<file path="config.mk">
export PLATFORM = sky130hd
export DESIGN_NAME = heredoc_delimiter_scanner_flat
export DESIGN_NICKNAME = d
export VERILOG_FILES = /design/src/rtl/hds_pkg.sv /design/src/rtl/hds_in_if.sv /design/src/rtl/hds_out_if.sv /design/src/rtl/heredoc_delimiter_scanner.sv /design/src/flat_wrapper.sv
export SDC_FILE = /design/constraint.sdc
export NUM_CORES = 1
export LEC_CHECK = 0
export BUFFER_PORTS_ARGS = -buffer_cell sky130_fd_sc_hd__buf_2
export CAP_MARGIN = 15
export CORE_ASPECT_RATIO = 0.7
export CORE_MARGIN = 5
export CORE_UTILIZATION = 58
export CTS_BUF_LIST = sky130_fd_sc_hd__clkbuf_8
export DETAILED_ROUTE_END_ITERATION = 8
export GPL_ROUTABILITY_DRIVEN = 0
export HOLD_SLACK_MARGIN = 0.05
export PLACE_DENSITY = 0.82
export SYNTH_ARGS = -nofsm -noshare
export SYNTH_HDL_FRONTEND = slang
export SYNTH_SLANG_ARGS = --single-unit
</file>
<file path="constraint.sdc">
create_clock -name clk -period 3.6 [get_ports clk]
set_clock_uncertainty 0.2 [all_clocks]
set_input_delay 0.18 -clock clk [delete_from_list [all_inputs] [get_ports clk]]
set_output_delay 0.18 -clock clk [all_outputs]
set_load 0.02 [all_outputs]
</file>
<file path="src/rtl/hds_pkg.sv">
package hds_pkg;

  localparam int unsigned ByteW = 8;

  localparam logic [ByteW-1:0] ChrLt     = 8'h3C;
  localparam logic [ByteW-1:0] ChrDash   = 8'h2D;
  localparam logic [ByteW-1:0] ChrSemi   = 8'h3B;
  localparam logic [ByteW-1:0] ChrPipe   = 8'h7C;
  localparam logic [ByteW-1:0] ChrAmp    = 8'h26;
  localparam logic [ByteW-1:0] ChrRParen = 8'h29;
  localparam logic [ByteW-1:0] ChrSQuote = 8'h27;
  localparam logic [ByteW-1:0] ChrDQuote = 8'h22;
  localparam logic [ByteW-1:0] ChrBslash = 8'h5C;
  localparam logic [ByteW-1:0] ChrSpace  = 8'h20;
  localparam logic [ByteW-1:0] ChrTab    = 8'h09;
  localparam logic [ByteW-1:0] ChrCr     = 8'h0D;

  typedef struct packed {
    logic [ByteW-1:0] in_byte;
    logic             end_of_line;
  } in_item_t;

  typedef struct packed {
    logic [ByteW-1:0] delim_byte;
    logic             byte_valid;
    logic             scan_done;
    logic             found;
    logic             tab_trim;
  } out_item_t;

endpackage

</file>
<file path="src/rtl/hds_in_if.sv">
interface hds_in_if;
  logic                     valid;
  logic                     ready;
  logic [hds_pkg::ByteW-1:0] in_byte;
  logic                     end_of_line;

  modport source (output valid, output in_byte, output end_of_line, input ready);
  modport sink (input valid, input in_byte, input end_of_line, output ready);
endinterface

</file>
<file path="src/rtl/hds_out_if.sv">
interface hds_out_if;
  logic                     valid;
  logic                     ready;
  logic [hds_pkg::ByteW-1:0] delim_byte;
  logic                     byte_valid;
  logic                     scan_done;
  logic                     found;
  logic                     tab_trim;

  modport source (output valid, output delim_byte, output byte_valid, output scan_done,
                  output found, output tab_trim, input ready);
  modport sink (input valid, input delim_byte, input byte_valid, input scan_done,
                input found, input tab_trim, output ready);
endinterface

</file>
<file path="src/rtl/heredoc_delimiter_scanner.sv">
// Heredoc delimiter scanner.
// The items channel carries one byte of a command line per request, and a
// request with end_of_line set closes the line. The results channel gives one
// request per delimiter byte, then one final request with scan_done set that
// tells whether a delimiter was found; tab_trim marks a "<<-" operator.
// Bytes that cause no result give no request.
// An accepted request is held in an input register, decoded against the scan
// state and written to the result register, from which its result is offered.
// One request can be accepted in every cycle while the receiver does not
// stall; the scan state is updated as each request leaves the input register.
// When the receiver stalls, the result register holds its request and the
// input register fills; items ready then falls until the result is taken.
// Reset empties both registers and returns the scanner to normal scanning;
// the scanner also returns there after every end of line.
module heredoc_delimiter_scanner (
  input logic      clk,
  input logic      rst,
  hds_in_if.sink   items,
  hds_out_if.source results
);

  typedef enum logic [2:0] {
    NORMAL, QSKIP, QESC, AFTEROP, BLANKS, QDELIM, UDELIM, DONE
  } mode_t;

  mode_t               mode, mode_next;
  logic [1:0]          lt_run, lt_run_next;
  logic                quote_is_double, quote_is_double_next;
  logic                tab_strip_seen, tab_strip_seen_next;
  logic                delim_nonempty, delim_nonempty_next;

  logic                s1_valid;
  hds_pkg::in_item_t   s1_item;
  logic                advance;

  logic                out_valid;
  hds_pkg::out_item_t  out_item;
  logic                emit;
  hds_pkg::out_item_t  res;

  assign advance     = s1_valid && (!out_valid || results.ready);
  assign items.ready = !s1_valid || advance;

  always_comb begin
    logic [hds_pkg::ByteW-1:0] c;
    logic is_quote, is_ws, is_term, close_q, op_path, blank_path, udelim_path;
    c         = s1_item.in_byte;
    is_quote  = (c == hds_pkg::ChrSQuote) || (c == hds_pkg::ChrDQuote);
    is_ws     = (c == hds_pkg::ChrSpace) || ((c >= hds_pkg::ChrTab) && (c <= hds_pkg::ChrCr));
    is_term   = is_ws || (c == hds_pkg::ChrSemi) || (c == hds_pkg::ChrPipe) ||
                (c == hds_pkg::ChrAmp) || (c == hds_pkg::ChrRParen);
    close_q   = quote_is_double ? (c == hds_pkg::ChrDQuote) : (c == hds_pkg::ChrSQuote);
    mode_next            = mode;
    lt_run_next          = lt_run;
    quote_is_double_next = quote_is_double;
    tab_strip_seen_next  = tab_strip_seen;
    delim_nonempty_next  = delim_nonempty;
    emit        = 1'b0;
    res         = '0;
    op_path     = 1'b0;
    blank_path  = 1'b0;
    udelim_path = 1'b0;

    if (s1_item.end_of_line) begin
      res.scan_done = 1'b1;
      emit          = (mode != DONE);
      case (mode)
        QDELIM:  res.found = 1'b1;
        UDELIM:  res.found = delim_nonempty;
        default: res.found = 1'b0;
      endcase
      res.tab_trim         = tab_strip_seen;
      mode_next            = NORMAL;
      lt_run_next          = '0;
      quote_is_double_next = 1'b0;
      tab_strip_seen_next  = 1'b0;
      delim_nonempty_next  = 1'b0;
    end else begin
      case (mode)
        NORMAL: begin
          if (c == hds_pkg::ChrLt) begin
            if (lt_run != 2'd2) begin
              lt_run_next = lt_run + 2'd1;
            end
          end else if (lt_run == 2'd2) begin
            lt_run_next = '0;
            op_path     = 1'b1;
          end else begin
            lt_run_next = '0;
            if (is_quote) begin
              quote_is_double_next = (c == hds_pkg::ChrDQuote);
              mode_next            = QSKIP;
            end
          end
        end
        QSKIP: begin
          if (quote_is_double && (c == hds_pkg::ChrBslash)) begin
            mode_next = QESC;
          end else if (close_q) begin
            mode_next = NORMAL;
          end
        end
        QESC: mode_next = QSKIP;
        AFTEROP: op_path = 1'b1;
        BLANKS: blank_path = 1'b1;
        QDELIM: begin
          emit = 1'b1;
          if (close_q) begin
            mode_next     = DONE;
            res.scan_done = 1'b1;
            res.found     = 1'b1;
          end else begin
            res.delim_byte = c;
            res.byte_valid = 1'b1;
          end
        end
        UDELIM: udelim_path = 1'b1;
        default: mode_next = mode;
      endcase

      if (op_path) begin
        mode_next = BLANKS;
        if (c == hds_pkg::ChrDash) begin
          tab_strip_seen_next = 1'b1;
        end else begin
          blank_path = 1'b1;
        end
      end
      if (blank_path) begin
        if ((c == hds_pkg::ChrSpace) || (c == hds_pkg::ChrTab)) begin
          mode_next = BLANKS;
        end else if (is_quote) begin
          quote_is_double_next = (c == hds_pkg::ChrDQuote);
          mode_next            = QDELIM;
        end else begin
          udelim_path = 1'b1;
        end
      end
      if (udelim_path) begin
        emit = 1'b1;
        if (is_term) begin
          mode_next     = DONE;
          res.scan_done = 1'b1;
          res.found     = delim_nonempty;
        end else begin
          mode_next           = UDELIM;
          delim_nonempty_next = 1'b1;
          res.delim_byte      = c;
          res.byte_valid      = 1'b1;
        end
      end
      res.tab_trim = tab_strip_seen_next;
    end
  end

  always_ff @(posedge clk) begin
    if (rst) begin
      s1_valid        <= 1'b0;
      out_valid       <= 1'b0;
      mode            <= NORMAL;
      lt_run          <= '0;
      quote_is_double <= 1'b0;
      tab_strip_seen  <= 1'b0;
      delim_nonempty  <= 1'b0;
    end else begin
      if (items.ready) begin
        s1_valid <= items.valid;
      end
      if (advance) begin
        mode            <= mode_next;
        lt_run          <= lt_run_next;
        quote_is_double <= quote_is_double_next;
        tab_strip_seen  <= tab_strip_seen_next;
        delim_nonempty  <= delim_nonempty_next;
        out_valid       <= emit;
      end else if (results.ready) begin
        out_valid <= 1'b0;
      end
    end
  end

  always_ff @(posedge clk) begin
    if (items.valid && items.ready) begin
      s1_item.in_byte     <= items.in_byte;
      s1_item.end_of_line <= items.end_of_line;
    end
    if (advance && emit) begin
      out_item <= res;
    end
  end

  assign results.valid      = out_valid;
  assign results.delim_byte = out_item.delim_byte;
  assign results.byte_valid = out_item.byte_valid;
  assign results.scan_done  = out_item.scan_done;
  assign results.found      = out_item.found;
  assign results.tab_trim   = out_item.tab_trim;

  a_byte_not_done: assert property (@(posedge clk) disable iff (rst)
    results.valid |-> !(results.byte_valid && results.scan_done))
    else $error("delimiter byte and final result in one request");

  a_found_only_done: assert property (@(posedge clk) disable iff (rst)
    (results.valid && results.found) |-> results.scan_done)
    else $error("found given without scan_done");

  a_lt_run_normal: assert property (@(posedge clk) disable iff (rst)
    (mode != NORMAL) |-> (lt_run == 2'd0))
    else $error("operator count held outside normal scanning");

  a_nonempty_mode: assert property (@(posedge clk) disable iff (rst)
    delim_nonempty |-> ((mode == UDELIM) || (mode == DONE)))
    else $error("delimiter marked non-empty outside delimiter scan");

endmodule
</file>
<file path="src/flat_wrapper.sv">
// flat-port wrapper written by rule: the top's interface ports become plain ports
module heredoc_delimiter_scanner_flat 
  (clk, rst, items_valid, items_in_byte, items_end_of_line, items_ready, results_valid, results_delim_byte, results_byte_valid, results_scan_done, results_found, results_tab_trim, results_ready);
  hds_in_if items_i ();
  hds_out_if results_i ();
  input logic clk;
  input logic rst;
  input wire logic [$bits(items_i.valid)-1:0] items_valid;
  input wire logic [$bits(items_i.in_byte)-1:0] items_in_byte;
  input wire logic [$bits(items_i.end_of_line)-1:0] items_end_of_line;
  output wire logic [$bits(items_i.ready)-1:0] items_ready;
  output wire logic [$bits(results_i.valid)-1:0] results_valid;
  output wire logic [$bits(results_i.delim_byte)-1:0] results_delim_byte;
  output wire logic [$bits(results_i.byte_valid)-1:0] results_byte_valid;
  output wire logic [$bits(results_i.scan_done)-1:0] results_scan_done;
  output wire logic [$bits(results_i.found)-1:0] results_found;
  output wire logic [$bits(results_i.tab_trim)-1:0] results_tab_trim;
  input wire logic [$bits(results_i.ready)-1:0] results_ready;
  assign items_i.valid = items_valid;
  assign items_i.in_byte = items_in_byte;
  assign items_i.end_of_line = items_end_of_line;
  assign items_ready = items_i.ready;
  assign results_valid = results_i.valid;
  assign results_delim_byte = results_i.delim_byte;
  assign results_byte_valid = results_i.byte_valid;
  assign results_scan_done = results_i.scan_done;
  assign results_found = results_i.found;
  assign results_tab_trim = results_i.tab_trim;
  assign results_i.ready = results_ready;
  heredoc_delimiter_scanner u_core (.clk(clk), .rst(rst), .items(items_i), .results(results_i));
endmodule
</file>
==> flow_summary.ini <==
[yosys]
yosys_warnings = 0
ys_seq_elements = 31
yosys.area.top_type_share = 0.381
synth-seq-area-share = 0.502
synth.avg_cell_area_um2 = 10.5
synth_mux_area_frac = 0
async_flop_share = 0
syn_inst = 158
synthAdderAreaFrac = 0.00756
synth_top_cell_by_area = edfxtp_1
synth_cell_types = 50
synth_edf_count = 21
synth_compound_area_frac = 0.178
synth.net_count = 172
syn_area_um2 = 1650
synth_top_family_by_area = simple AND/OR/NAND/NOR gates
synthSimpleGateAreaFrac = 0.273
synthFlopType = edfxtp_1
synthTopCellsByArea = edfxtp_1, dfxtp_1, nor3b_1, a21oi_1, nand2_1
synth_xor_area_frac = 0.0106

[detailed_routing]
first_iter_violations = 190
remaining_drc_errors = 0
ant_nets = 0
routed_wl_um = 3800
routedWlPerCell_um = 16.2
routed_via_density = 6.12
first_pass_iters = 4
vias = 1432

[critical_path]
reg2reg_to = u_core.results.found$_DFFE_PP_
timing.rr.start = u_core.s1_item[3]$_DFFE_PP_
path_max_fanout = 12
critPathLaunchType = flop
reg2reg_slack_ns = 0.79
end_kind = flop
crit_type = reg -> reg
crit_arrival_ns = 2.60
crit_required_ns = 3.39
rr_worst_depth = 7

[clock_tree]
h-tree-depth = 2
cts.path.max_buffers = 2
numCtsBuffers = 5
clk_latency_ns = 0.28
tritoncts = done
clock-root-buffer = clkbuf_8
clkSinkCount = 31
path_clk_slew_ns = 0.06

[timing]
finalCritPeriodShare = 0.781
slew_violations = 0
max_freq_mhz = 356
fin_tns_setup_ns = 0
fin_crit_ns = 2.81
maxSlewHeadroom = 0.551
worstMarginPinSlew_ns = 0.674
layout_setup_ws_ns = 0.788
setup_violations = 0
rsz0062_at_grt = no
finalHoldViolCount = 0

[cells_and_area]
drive_above_1_share = 0.208
fillers = 200
syn_to_final_growth_pct = 21.4
fin_area_um2 = 2010
final_nets = 210

[hold_path]
whs_endpoint = u_core.results.valid$_SDFFE_PP0P_
holdPathStages = 4
worst_hold_path_type = in -> reg
min_from = results_ready

[floorplanning]
pin_count = 27
die_w_um = 73.8
dieArea_um2 = 4040
die-height_um = 54.7
rows = 16
start_util = 0.599
core_area_um2 = 2760

[global_route]
grt_pass1_vias = 1355
grt_usage = 0.221
grt_pass1_wl_um = 6500
grt-ovfl-total = 0
antenna_found_initial = 0
grt_max_degree = 24

[placed_design]
placement.cell_area_um2 = 1800
dpl.hpwl_um = 2540
post-place-ws_ns = 0.851
port-buffer-count = 26

[power]
p_leak_nw = 0.731
power_mw = 0.722
peakVddDrop_v = 0.000304
powerDensity_nw_per_um2 = 359

[run_status]
status = complete, no violations

[run]
maxCapViolations = 0
synth_stat cells, drive strengths merged (2+ instances only):
| cell | n |
|---|---|
| a21oi | 13 |
| a221o | 2 |
| a22o | 2 |
| a31oi | 3 |
| and2 | 2 |
| and3b | 3 |
| buf | 3 |
| clkbuf | 5 |
| dfxtp | 10 |
| edfxtp | 21 |
| inv | 4 |
| nand2 | 11 |
| nand2b | 4 |
| nand3 | 2 |
| nand3b | 3 |
| nor2 | 11 |
| nor2b | 5 |
| nor3 | 5 |
| nor3b | 10 |
| nor4bb | 4 |
| o211a | 2 |
| o21ai | 5 |
| o22a | 2 |
| o31ai | 2 |
| or3b | 2 |
| or4 | 2 |
power breakdown:
part	leakage, nW	switching (mW)	internal, mW	total (mW)
combinational	0.403	0.0283	0.0302	0.0585
sequential	0.277	0.0163	0.391	0.407
clock	0.0505	0.126	0.130	0.256
flip-flops by register name (all words and copies together) (netlist names):
signal / count
u_core.results.valid: 1
u_core.results.byte_valid: 1
u_core.lt_run: 2
u_core.delim_nonempty: 1
u_core.results.scan_done: 1
u_core.quote_is_double: 1
u_core.s1_valid: 1
u_core.results.found: 1
u_core.results.tab_trim: 1
u_core.mode: 3
u_core.tab_strip_seen: 1
u_core.s1_item: 9
u_core.results.delim_byte: 8
how the worst max path moves through the flow:
stage / end / slack, ns / startpoint
CTS: u_core.results.found$_DFFE_PP_ / 0.84 / u_core.s1_item[3]$_DFFE_PP_
global placement: u_core.results.delim_byte[6]$_SDFFCE_PP0P_ / 0.97 / u_core.s1_item[3]$_DFFE_PP_
finish: u_core.results.found$_DFFE_PP_ / 0.79 / u_core.s1_item[3]$_DFFE_PP_
floorplan: u_core.results.byte_valid$_SDFFCE_PP0P_ / 0.70 / u_core.s1_item[4]$_DFFE_PP_
global route: u_core.results.found$_DFFE_PP_ / 0.65 / u_core.s1_item[3]$_DFFE_PP_
detailed placement: u_core.results.found$_DFFE_PP_ / 0.85 / u_core.s1_item[3]$_DFFE_PP_
routing by layer:
metal  vias to the layer above  GRT usage  part of all wire
met5                         -          0                 0
met4                         0     0.0663             0.012
met3                         5     0.0752              0.10
met2                        77      0.374              0.48
met1                       674      0.270              0.40
li1                        676          -                 -
through the flow:
| step | cells | util | hold WS [ns] |
|---|---|---|---|
| 2_1_floorplan | 158 | - | 0.0789 |
| 3_3_place_gp | 213 | 0.653 | 0.156 |
| 3_5_place_dp | 213 | 0.653 | 0.158 |
| 4_1_cts | 233 | 0.726 | 0.0739 |
| 5_1_grt | 233 | 0.726 | 0.115 |
| 6_report | 234 | 0.727 | 0.0771 |
worst max-delay path, cell delays in order (launching register included):
cell and delay (ns):
edfxtp_1 0.56, nor4bb_1 0.24, a211o_1 0.33, a22o_1 0.25, a211oi_4 0.40, nand2b_1 0.12, a21oi_1 0.18, buf_4 0.23
what timing repair did:
item                      in CTS  in global routing
resized for setup              0                  0
buffers inserted               0                  0
hold buffers                  12                  0
hold endpoints to repair      14                  0
area by class of cell:
class	instances	area (um^2)	area share
Timing Repair Buffer	39	258	0.128
Clock buffer	5	68.8	0.0343
Multi-Input combinational cell	115	776	0.386
Antenna cell	1	2.50	0.00125
Sequential cell	31	831	0.414
Clock inverter	3	12.5	0.00623
Inverter	4	15.0	0.00748
Tap cell	36	45.0	0.0224
layout by cell type, fill, tap and decap left out, drive strengths merged, types with 6 or more instances in the layout:
master,n
dlygate4sd3,12
a21oi,13
nor3b,10
nor2,11
nand2,11
buf,27
inv,6
dfxtp,10
edfxtp,21
logic make-up after synthesis:
logic type,count (synthesis)
AOI/OAI and AO/OA,40
and+or+nand+nor,72
buffers and inverters,12
DFF,31
xor gates and xnor gates,2
adders and majority gates,1
(Power assumes the default switching activity.)
